### src/rtl/ttb_pkg.sv
// ----------------------------------------------------------------------------
// ttb_pkg
// Types and widths for the triangle tangent/bitangent block.
// ----------------------------------------------------------------------------
package ttb_pkg;

  localparam int POS_W   = 32;
  localparam int UV_W    = 16;
  localparam int UV_FRAC = 12;
  localparam int Q_W     = 32;
  localparam int E_W     = POS_W + 1;          // edge delta
  localparam int D_W     = UV_W + 1;           // uv delta
  localparam int PROD_W  = E_W + D_W;          // one product
  localparam int NUM_W   = PROD_W + 1;         // difference of products
  localparam int DET_W   = 2 * D_W + 1;        // determinant
  localparam int NPAIR   = 7;                  // det + 6 numerators

  typedef struct packed {
    logic signed [POS_W-1:0] pos_x;
    logic signed [POS_W-1:0] pos_y;
    logic signed [POS_W-1:0] pos_z;
    logic signed [UV_W-1:0]  tex_u;
    logic signed [UV_W-1:0]  tex_v;
  } ttb_in_t;

  typedef struct packed {
    logic signed [Q_W-1:0] tangent_x;
    logic signed [Q_W-1:0] tangent_y;
    logic signed [Q_W-1:0] tangent_z;
    logic signed [Q_W-1:0] bitangent_x;
    logic signed [Q_W-1:0] bitangent_y;
    logic signed [Q_W-1:0] bitangent_z;
    logic                  degenerate;
  } ttb_out_t;

  typedef struct packed {
    logic                    start;
    logic signed [NUM_W-1:0] num;
    logic signed [DET_W-1:0] det;
  } ttb_div_req_t;

endpackage

### src/rtl/ttb_mul.sv
// ----------------------------------------------------------------------------
// ttb_mul
// Shared signed multiplier, uv delta by edge delta or uv delta, registered product.
// ----------------------------------------------------------------------------
module ttb_mul
  import ttb_pkg::*;
(
  input  logic                     clk,
  input  logic signed [D_W-1:0]    a,
  input  logic signed [E_W-1:0]    b,
  output logic signed [PROD_W-1:0] prod
);

  always_ff @(posedge clk) begin
    prod <= PROD_W'(a) * PROD_W'(b);
  end

endmodule

### src/rtl/ttb_div.sv
// ----------------------------------------------------------------------------
// ttb_div
// Restoring divider: (num << UV_FRAC) / det, truncated, saturated to Q_W bits.
// One quotient bit per cycle.
// ----------------------------------------------------------------------------
module ttb_div
  import ttb_pkg::*;
(
  input  logic                 clk,
  input  logic                 rst,
  input  ttb_div_req_t         req,
  output logic                 done,
  output logic signed [Q_W-1:0] q
);

  localparam int R_W  = DET_W + 1;
  localparam int HI_W = NUM_W + UV_FRAC - Q_W;
  localparam int C_W  = $clog2(Q_W + 1);

  logic [NUM_W-1:0] un;
  logic [DET_W-1:0] ud_in;
  logic [HI_W-1:0]  hi;
  logic             ovf_in;

  logic             busy;
  logic [C_W-1:0]   cnt;
  logic [R_W-1:0]   rem;
  logic [Q_W-1:0]   low;
  logic [Q_W-1:0]   quo;
  logic [DET_W-1:0] ud;
  logic             neg;
  logic             ovf;
  logic [R_W-1:0]   rem2;
  logic [R_W-1:0]   diff;
  logic [Q_W-1:0]   quo_next;

  always_comb begin
    un     = req.num[NUM_W-1] ? NUM_W'(-req.num) : NUM_W'(req.num);
    ud_in  = req.det[DET_W-1] ? DET_W'(-req.det) : DET_W'(req.det);
    hi     = HI_W'({un, {UV_FRAC{1'b0}}} >> Q_W);
    ovf_in = R_W'(hi) >= R_W'(ud_in);
    rem2   = {rem[R_W-2:0], low[Q_W-1]};
    diff   = rem2 - R_W'(ud);
    quo_next = {quo[Q_W-2:0], ~diff[R_W-1]};
  end

  always_ff @(posedge clk) begin
    if (rst) begin
      busy <= 1'b0;
      done <= 1'b0;
      cnt  <= '0;
    end else begin
      done <= 1'b0;
      if (req.start) begin
        busy <= 1'b1;
        cnt  <= C_W'(Q_W);
        rem  <= R_W'(hi);
        low  <= Q_W'({un, {UV_FRAC{1'b0}}});
        ud   <= ud_in;
        neg  <= req.num[NUM_W-1] ^ req.det[DET_W-1];
        ovf  <= ovf_in;
        quo  <= '0;
      end else if (busy) begin
        if (cnt != '0) begin
          rem <= diff[R_W-1] ? rem2 : diff;
          low <= {low[Q_W-2:0], 1'b0};
          quo <= quo_next;
          cnt <= cnt - 1'b1;
        end else begin
          busy <= 1'b0;
          done <= 1'b1;
          if (neg) begin
            q <= (ovf || quo[Q_W-1]) ? {1'b1, {(Q_W-1){1'b0}}} : Q_W'(-quo);
          end else begin
            q <= (ovf || quo[Q_W-1]) ? {1'b0, {(Q_W-1){1'b1}}} : quo;
          end
        end
      end
    end
  end

endmodule

### src/rtl/triangle_tangent_bitangent.sv
// ----------------------------------------------------------------------------
// triangle_tangent_bitangent
// Per-triangle tangent and bitangent from positions and texture coordinates.
// ----------------------------------------------------------------------------
// Usage:
//   in channel  : one vertex per request (Q16.16 position, Q4.12 uv), sent
//                 in triangle order. Corners 0 and 1 are held in registers.
//   out channel : one request per third corner while tangent_enable is 1:
//                 tangent, bitangent (Q16.16, saturated) and a degenerate
//                 flag for a zero uv determinant (vectors then zero).
//   cfg channel : writes tangent_enable; always ready.
// Sequence:
//   Corners 0 and 1 are stored as they are taken. The third corner runs 14
//   products through one shared multiplier, then six quotients through one
//   bit-serial divider, then the emit state: in_ready stays low from when
//   the third corner is taken until the result is loaded. A degenerate
//   triangle skips the divider; a disabled one keeps in_ready high.
// Reset clears the corner count, sets tangent_enable and drops out_valid.
// A stalled receiver holds the result; the block takes further vertices
// but waits to load the next result until the held one is taken.
// ----------------------------------------------------------------------------
module triangle_tangent_bitangent
  import ttb_pkg::*;
(
  input  logic     clk,
  input  logic     rst,
  input  logic     in_valid,
  output logic     in_ready,
  input  ttb_in_t  in_data,
  output logic     out_valid,
  input  logic     out_ready,
  output ttb_out_t out_data,
  input  logic     cfg_valid,
  output logic     cfg_ready,
  input  logic     cfg_data
);

  typedef enum logic [2:0] {
    S_IDLE, S_MUL_ISSUE, S_MUL_ACC, S_DIV_START, S_DIV_WAIT, S_EMIT
  } state_t;

  state_t state;
  logic   enable;
  logic [1:0] corner_count;

  // corners 0 and 1
  logic signed [POS_W-1:0] held_pos [2][3];
  logic signed [UV_W-1:0]  held_uv  [2][2];

  // deltas of the current triangle
  logic signed [E_W-1:0] e1 [3];
  logic signed [E_W-1:0] e2 [3];
  logic signed [D_W-1:0] d1u, d1v, d2u, d2v;

  // sequencer
  logic [2:0]              idx;
  logic                    term;
  logic signed [PROD_W-1:0] acc;
  logic signed [NUM_W-1:0] num [NPAIR];
  logic signed [Q_W-1:0]   res [6];
  logic                    degen;

  logic signed [D_W-1:0]    mul_a;
  logic signed [E_W-1:0]    mul_b;
  logic signed [PROD_W-1:0] prod;
  ttb_div_req_t             div_req;
  logic                     div_done;
  logic signed [Q_W-1:0]    div_q;
  logic                     in_fire;
  logic [1:0]               comp;

  assign in_ready  = (state == S_IDLE);
  assign cfg_ready = 1'b1;
  assign in_fire   = in_valid && in_ready;

  // operand select for the shared multiplier
  always_comb begin
    comp  = 2'(idx - 3'd1);
    mul_a = d1u;
    mul_b = E_W'(d2v);
    if (idx == 3'd0) begin
      mul_a = term ? d2u : d1u;
      mul_b = term ? E_W'(d1v) : E_W'(d2v);
    end else if (idx <= 3'd3) begin
      mul_a = term ? d1v : d2v;
      mul_b = term ? e2[comp] : e1[comp];
    end else begin
      comp  = 2'(idx - 3'd4);
      mul_a = term ? d2u : d1u;
      mul_b = term ? e1[comp] : e2[comp];
    end
  end

  always_comb begin
    div_req.start = (state == S_DIV_START);
    div_req.num   = num[3'(idx + 3'd1)];
    div_req.det   = DET_W'(num[0]);
  end

  ttb_mul u_mul (
    .clk  (clk),
    .a    (mul_a),
    .b    (mul_b),
    .prod (prod)
  );

  ttb_div u_div (
    .clk  (clk),
    .rst  (rst),
    .req  (div_req),
    .done (div_done),
    .q    (div_q)
  );

  always_ff @(posedge clk) begin
    if (rst) begin
      state        <= S_IDLE;
      enable       <= 1'b1;
      corner_count <= '0;
      out_valid    <= 1'b0;
      idx          <= '0;
      term         <= 1'b0;
    end else begin
      if (cfg_valid && cfg_ready) begin
        enable <= cfg_data;
      end
      // the emit state reloads out_valid itself
      if (out_valid && out_ready && state != S_EMIT) begin
        out_valid <= 1'b0;
      end

      unique case (state)
        S_IDLE: begin
          if (in_fire) begin
            if (corner_count == 2'd2) begin
              corner_count <= '0;
              e1[0] <= E_W'(held_pos[1][0]) - E_W'(held_pos[0][0]);
              e1[1] <= E_W'(held_pos[1][1]) - E_W'(held_pos[0][1]);
              e1[2] <= E_W'(held_pos[1][2]) - E_W'(held_pos[0][2]);
              e2[0] <= E_W'(in_data.pos_x) - E_W'(held_pos[0][0]);
              e2[1] <= E_W'(in_data.pos_y) - E_W'(held_pos[0][1]);
              e2[2] <= E_W'(in_data.pos_z) - E_W'(held_pos[0][2]);
              d1u   <= D_W'(held_uv[1][0]) - D_W'(held_uv[0][0]);
              d1v   <= D_W'(held_uv[1][1]) - D_W'(held_uv[0][1]);
              d2u   <= D_W'(in_data.tex_u) - D_W'(held_uv[0][0]);
              d2v   <= D_W'(in_data.tex_v) - D_W'(held_uv[0][1]);
              idx   <= '0;
              term  <= 1'b0;
              if (enable) begin
                state <= S_MUL_ISSUE;
              end
            end else begin
              // a count of 3 cannot occur; it would fall here as corner 1
              held_pos[corner_count[0]][0] <= in_data.pos_x;
              held_pos[corner_count[0]][1] <= in_data.pos_y;
              held_pos[corner_count[0]][2] <= in_data.pos_z;
              held_uv[corner_count[0]][0]  <= in_data.tex_u;
              held_uv[corner_count[0]][1]  <= in_data.tex_v;
              corner_count <= corner_count + 2'd1;
            end
          end
        end

        S_MUL_ISSUE: begin
          state <= S_MUL_ACC;
        end

        S_MUL_ACC: begin
          if (!term) begin
            acc   <= prod;
            term  <= 1'b1;
            state <= S_MUL_ISSUE;
          end else begin
            num[idx] <= NUM_W'(acc) - NUM_W'(prod);
            term     <= 1'b0;
            if (idx == 3'(NPAIR - 1)) begin
              idx <= '0;
              if (num[0] == '0) begin
                degen <= 1'b1;
                for (int i = 0; i < 6; i++) begin
                  res[i] <= '0;
                end
                state <= S_EMIT;
              end else begin
                degen <= 1'b0;
                state <= S_DIV_START;
              end
            end else begin
              idx   <= idx + 3'd1;
              state <= S_MUL_ISSUE;
            end
          end
        end

        S_DIV_START: begin
          state <= S_DIV_WAIT;
        end

        S_DIV_WAIT: begin
          if (div_done) begin
            res[idx] <= div_q;
            if (idx == 3'd5) begin
              idx   <= '0;
              state <= S_EMIT;
            end else begin
              idx   <= idx + 3'd1;
              state <= S_DIV_START;
            end
          end
        end

        S_EMIT: begin
          if (!out_valid || out_ready) begin
            out_valid            <= 1'b1;
            out_data.tangent_x   <= res[0];
            out_data.tangent_y   <= res[1];
            out_data.tangent_z   <= res[2];
            out_data.bitangent_x <= res[3];
            out_data.bitangent_y <= res[4];
            out_data.bitangent_z <= res[5];
            out_data.degenerate  <= degen;
            state                <= S_IDLE;
          end
        end

        default: begin
          state <= S_IDLE;
        end
      endcase
    end
  end

endmodule

### config.mk
export PLATFORM = sky130hd
export DESIGN_NAME = triangle_tangent_bitangent
export DESIGN_NICKNAME = d
export VERILOG_FILES = /design/src/rtl/ttb_pkg.sv /design/src/rtl/ttb_mul.sv /design/src/rtl/ttb_div.sv /design/src/rtl/triangle_tangent_bitangent.sv
export SDC_FILE = /design/constraint.sdc
export NUM_CORES = 2
export LEC_CHECK = 0
export BUFFER_PORTS_ARGS = -buffer_cell sky130_fd_sc_hd__buf_2
export CAP_MARGIN = 10
export CORE_UTILIZATION = 68
export CTS_CLUSTER_DIAMETER = 30
export DETAILED_ROUTE_END_ITERATION = 7
export PLACE_DENSITY = 0.86
export SYNTH_ARGS = -nofsm -noshare
export SYNTH_HDL_FRONTEND = slang
export SYNTH_SLANG_ARGS = --single-unit
### constraint.sdc
create_clock -name clk -period 49.1 [get_ports clk]
set_clock_uncertainty 0.15 [all_clocks]
set_input_delay 2.455 -clock clk [delete_from_list [all_inputs] [get_ports clk]]
set_output_delay 2.455 -clock clk [all_outputs]
set_load 0.1 [all_outputs]
### Word level (Yosys, flattened, before mapping)

Memory sizes are Yosys's and may differ from the RTL's. A register that Yosys moved wholly into a read port is not among the register bits.
Index checks and enable logic that the tools add are counted.

| cells by class | value |
|---|---|
| reduce and logical (&&, ||, !) cells | 30 |
| $mul | 1 |
| add/sub/neg operators | 20 |
| bitwise logic cells | 7 |
| equal/unequal tests | 15 |
| magnitude comparators | 2 |
| mux-type cells | 82 |

Operators with widths:

| operator | count |
|---|---|
| $mux W32 | 9 |
| $sub A32 B32 Y33 | 6 |
| $mux W33 | 5 |
| $mux W35 | 4 |
| $mux W17 | 4 |
| $sub A16 B16 Y17 | 4 |
| $logic_not A51 Y1 | 1 |
| $mux W51 | 1 |
| $neg A51 Y51 | 1 |
| $sub A50 B50 Y51 | 1 |
| $mul A17 B33 Y50 | 1 |
| $mux W3 | 16 |
| $sub A36 B35 Y36 | 1 |
| $ge A31 B35 Y1 | 1 |
| $mux W1 | 35 |
| $neg A35 Y35 | 1 |
| $neg A32 Y32 | 1 |
| $reduce_or A32 Y1 | 1 |
| $mux W31 | 1 |
| $mux W6 | 3 |
| $pmux W3 S6 | 1 |
| $eq A3 B3 Y1 const B | 4 |
| $reduce_and A3 Y1 | 4 |
| $reduce_and A4 Y1 | 3 |
| 27 further kinds | 48 |

| word-level totals | value |
|---|---|
| input port bits | 134 |
| register bits | 357 |
| memories | 6 |
| output and inout port bits | 196 |
| logic and storage cells | 190 |
| memory bits (writable) | 1,003 |

Memory list:

| name | words | width | read ports | clocked after memory_dff | wr ports | RTL line | RTL |
|---|---|---|---|---|---|---|---|
| num | 7 | 51 | 2 | 0 | 1 | triangle_tangent_bitangent.sv:59 | `logic signed [NUM_W-1:0] num [NPAIR];` |
| held_pos | 2 | 96 | 2 | 0 | 1 | triangle_tangent_bitangent.sv:47 | `logic signed [POS_W-1:0] held_pos [2][3];` |
| res | 6 | 32 | 6 | 6 | 6 | triangle_tangent_bitangent.sv:60 | `logic signed [Q_W-1:0] res [6];` |
| e1 | 3 | 33 | 2 | 0 | 3 | triangle_tangent_bitangent.sv:51 | `logic signed [E_W-1:0] e1 [3];` |
| e2 | 3 | 33 | 2 | 0 | 3 | triangle_tangent_bitangent.sv:52 | `logic signed [E_W-1:0] e2 [3];` |
| held_uv | 2 | 32 | 2 | 0 | 1 | triangle_tangent_bitangent.sv:48 | `logic signed [UV_W-1:0] held_uv [2][2];` |

### Logic depth before layout (Yosys ltp)

An unclocked memory read counts as a cell.

| depth | value |
|---|---|
| depth in word-level cells | 9 |
| depth in mapped cells | 45 |
| mapped depth without buffers | 31 |

### By module

Synthesis repeated with hierarchy kept, for this count alone.

| second synthesis, totals | value |
|---|---|
| cells, all modules | 8,109 |
| area total of the unflattened synthesis | 95,929.5 um^2 |

Modules (own cells, without submodules):

| module | area an instance (um^2) | cells each | instances | seq. area each (um^2) |
|---|---|---|---|---|
| triangle_tangent_bitangent | 63,840.0 | 4,663 | 1 | 39,748.1 |
| ttb_mul | 20,478.4 | 2,240 | 1 | 1,001.0 |
| ttb_div | 11,611.1 | 1,206 | 1 | 4,844.6 |

### Worst setup path before layout

Ideal clock, no wire load.

| timing path | value |
|---|---|
| path type | register to register |
| start | register state[2] |
| end | memory e1[0][0] (netlist name), enable pin |
| setup time | 0.999 ns |
| path slack | 31.142 ns |
| clock period less this slack | 17.958 ns |
| buffers on the path | 1 |
| stages on the path, launching flop included | 5 |
| arrival | 16.810 ns |
| cell sequence | dfxtp_1 > clkbuf_1 > nor3_1 > nand2_1 > nor3_1 |

RTL lines:

| item | RTL line | RTL |
|---|---|---|
| from (decl) | triangle_tangent_bitangent.sv:42 | `state_t state;` |
| from (signal assigned) | triangle_tangent_bitangent.sv:117 | `state <= S_IDLE;` |
| from (signal assigned) | triangle_tangent_bitangent.sv:150 | `state <= S_MUL_ISSUE;` |
| from (signal assigned) | triangle_tangent_bitangent.sv:165 | `state <= S_MUL_ACC;` |
| to (decl) | triangle_tangent_bitangent.sv:51 |  |

### Worst setup path after layout

| timing path | value |
|---|---|
| start | register idx[0] |
| end | register u_mul.prod[49] |

| between the ends | value |
|---|---|
| cells in the longest elaborated chain, start to end | 6 |

Ends and longest elaborated chain:

| item | RTL line | RTL |
|---|---|---|
| from (decl) | triangle_tangent_bitangent.sv:56 | `logic [2:0] idx;` |
| from (signal assigned) | triangle_tangent_bitangent.sv:189 | `idx <= idx + 3'd1;` |
| from (signal assigned) | triangle_tangent_bitangent.sv:206 | `idx <= idx + 3'd1;` |
| $sub A2 B1 Y2 (on tied branches) | triangle_tangent_bitangent.sv:88, triangle_tangent_bitangent.sv:78 |  |
| $mem_v2 Z3 W33 (on tied branches) | -- |  |
| $mux W33 (on tied branches) | triangle_tangent_bitangent.sv:90, triangle_tangent_bitangent.sv:86 |  |
| $mux W33 | triangle_tangent_bitangent.sv:84 | `end else if (idx <= 3'd3) begin` |
| $mux W33 | triangle_tangent_bitangent.sv:81 | `if (idx == 3'd0) begin` |
| $mul A17 B33 Y50 (*) | ttb_mul.sv:15 | `prod <= PROD_W'(a) * PROD_W'(b);` |
| to (signal assigned) | ttb_mul.sv:15 |  |
| to (decl) | ttb_mul.sv:11 | `output logic signed [PROD_W-1:0] prod` |

Mark *: on every way between the ends. The rest lies on a longest branch, timed or not.
A chain may end at the register's enable or synchronous reset.

==> flow_metrics.py <==
metrics = {
    "logic_synthesis": {
        "synth-xor-area-share_pct": 3.99,
        "synth_top_area_share_pct": 46.4,
        "avgSynthCellArea_um2": 11.7,
        "synthTopCellsByArea": "edfxtp_1 46%, fa_1 12%, ha_1 6.6%",
        "synth_compound_area_share_pct": 9.96,
        "synth-seq-cells": 1542,
        "synth_edf_count": 1471,
        "async_reset_ff_share_pct": 0,
        "ys_warn_count": 0,
        "synthCells": 8157,
        "synth.area.mux_share_pct": 4.71,
        "ys_seq_area_share_pct": 47.9,
        "synth-main-ff-cell": "edfxtp_1",
        "synth_fa_ha_area_share_pct": 18.1,
        "synth_area_um2": 95200,
        "ys_types": 90,
        "synth_top_family_by_area": "adder cells",
        "yosys.area_share.simple_pct": 10.4,
        "synth_fp_nets": 9338,
        "synth_area_leader_cell": "edfxtp_1",
    },
    "routing": {
        "avgViaCountPerCell": 6.48,
        "finalWirelength_um": 272000,
        "drtPass1Iterations": 8,
        "ant_nets": 0,
        "wl_per_cell_um": 25.4,
        "initialDrtViolationCount": 8649,
        "num_vias": 69296,
        "drc": 1,
    },
    "die": {
        "start_util_pct": 68.9,
        "io_pins": 330,
        "core_area_um2": 138000,
        "die_area_um2": 142000,
        "rows": 136,
        "die_x_um": 376,
        "die_h_um": 376,
    },
    "critical_path": {
        "critPathSlowestCell": "o21ai_1",
        "rr_endpoint": "u_mul.prod[49]$_DFF_P_",
        "arrival_ns": 11.31,
        "rr_startpoint": "idx[0]$_SDFFE_PP0P_",
        "crit_fanout": 37,
        "crit_path_end_kind": "register",
        "critPathMaxStageDelay_ns": 0.89,
        "r2r.worst_path.cells": 28,
        "critPathKind": "register to register",
        "crit_top_cell": "fa_1",
        "crit_path_start_kind": "register",
        "worstSetupStartpoint": "idx[0]$_SDFFE_PP0P_",
        "reg2reg_setup_slack_ns": 38.39,
        "crit_required_ns": 49.71,
    },
    "outcome": {
        "status": "complete, but fails checks",
        "violations": "DRC",
    },
    "grt": {
        "antenna_found_initial": 6,
        "grt_usage_pct": 38.4,
        "grt-ovfl-total": 0,
        "grt_pass1_vias": 71020,
        "grt_max_degree": 194,
        "grt_pass1_wl_um": 413000,
    },
    "timing": {
        "rsz0062_at_grt": "false",
        "finalCriticalPeriod_ns": 10.71,
        "worst_slack_ns": 38.39,
        "setup_viol": 0,
        "whs_ns": 0.241,
        "finalMaxSlewViolations": 0,
        "worst_pin_slew_ns": 1.29,
        "max_freq_mhz": 93.4,
        "finalCritPeriodShare_pct": 21.8,
        "tns_ns": 0,
        "slew_headroom_pct": 13.9,
        "hold_viol_final": 0,
    },
    "placement": {
        "dpl.cell_count": 10169,
        "gp_congestion": 0.971,
        "place_hpwl_um": 173000,
        "dp_slack_ns": 38.43,
        "numPortBuffers": 328,
    },
    "layout": {
        "stdcell_count": 10693,
        "layout-drive-gt1-share_pct": 12.5,
        "synthToLayoutAreaGrowth_pct": 14.4,
        "multi_input_area_um2": 45200,
        "final_cell_mix": "1471 x edfxtp_1, 947 x inv_1, 714 x nand2_1",
        "num-fill-cells": 7533,
        "fin_nets": 9788,
        "layout_commonest_cell": "edfxtp_1",
        "register_area_um2": 45600,
        "final_core_util_pct": 78.8,
    },
    "power": {
        "ir_worst_vdd_uv": 44.5,
        "p_per_area_nw_per_um2": 41.4,
        "p_leak_nw": 44.2,
    },
    "worst_hold_path": {
        "worstHoldPathType": "register to register",
        "holdCritStartpoint": "res[2][13]$_SDFFCE_PN0P_",
        "hold_path_end": "out_data[110]$_DFFE_PP_",
        "whs_path_depth": 0,
    },
    "clock_network": {
        "root_buffer": "clkbuf_16",
        "clk_pin_slew_worst_paths_ns": 0.05,
        "numCtsBuffers": 298,
        "cts_tree": "yes",
        "clk_path_buf_depth": 4,
        "cts_setup_buffers": 0,
        "ctsHoldBuffers": 0,
        "clock_latency_ns": 0.93,
        "clock-sinks": 1542,
        "htree_levels": 5,
        "cts_resized": 0,
    },
    "run": {
        "maxCapViolCount": 0,
    },
}
[worst max path at each step]
stage	endpoint	slack, ns	cells after the start
detailed placement	u_mul.prod[49]$_DFF_P_	38.43	29
global placement	u_mul.prod[49]$_DFF_P_	38.65	29
floorplan	e1[0][0]$_DFFE_PP_	31.14	4
global route	u_mul.prod[49]$_DFF_P_	38.06	26
finish	u_mul.prod[49]$_DFF_P_	38.39	28
CTS	u_mul.prod[49]$_DFF_P_	38.36	29
[per-stage QoR]
stage | power, W | cell area (µm²)
finish | 0.00451 | 109000
global route | 0.00465 | 109000
CTS | 0.00448 | 109000
detailed placement | 0.00246 | 99000
global placement | 0.00243 | 99000
floorplan | 0.00223 | 95200
[power by group]
group / switching [W] / internal, W
Combinational: 0.000558 / 0.000330
Sequential: 0.0000232 / 0.00157
Clock: 0.000715 / 0.00131
[Yosys cell counts (71+ instances only)]
library cell  count
o21a_1           99
a21oi_1         391
xor2_1          141
edfxtp_1       1471
a21o_1          155
xnor2_1         293
and2_1          273
nor2_1          563
fa_1            548
o21ai_0         351
nand2_1         715
dfxtp_1          71
mux4_2           95
nor3_1           76
inv_1           947
clkbuf_1        188
ha_1            499
nor2b_1          98
nand3_1          78
mux2i_1         220
[worst max-delay path, delay by kind of cell, from the launching register on]
| family | cells | cell delay, ns |
|---|---|---|
| and+or+nand+nor | 5 | 1.64 |
| AOI/OAI and AO/OA | 10 | 3.38 |
| DFF | 1 | 0.84 |
| buffers and inverters | 4 | 0.98 |
| xor gates and xnor gates | 1 | 0.13 |
| adders and majority gates | 8 | 3.40 |
[metal layers]
layer  wire [µm]  global-route usage [%]  vias up
met5          48                       0        -
met4       18600                    23.1        4
met3       30000                    9.52     1217
met2      130000                    63.5     5053
met1       93500                    45.7    33438
li1            -                       -    29584
[cell type report]
class,count,area share [%]
diodes,4,0.00919
clock buffers,328,7.17
clock inverters,191,1.90
inverters,949,3.27
multi-input cells,5395,41.5
flip-flops and latches,1542,41.9
well taps,1863,2.14
repair buffers,421,2.16
[cell families after synthesis]
kind of cell | Yosys count
muxes | 328
and+or+nand+nor | 2097
xor gates and xnor gates | 434
adders and majority gates | 1047
buffers and inverters | 1220
other | 1
AOI/OAI and AO/OA | 1488
DFF | 1542
[state kept, by name, summed over array words and instances (netlist names), 64 cells and up, named ones only]
signal,cells
e1,99
e2,99
held_pos,192
held_uv,64
num,357
out_data,193
res,192
No activity file was read; power rests on OpenSTA's default activity.
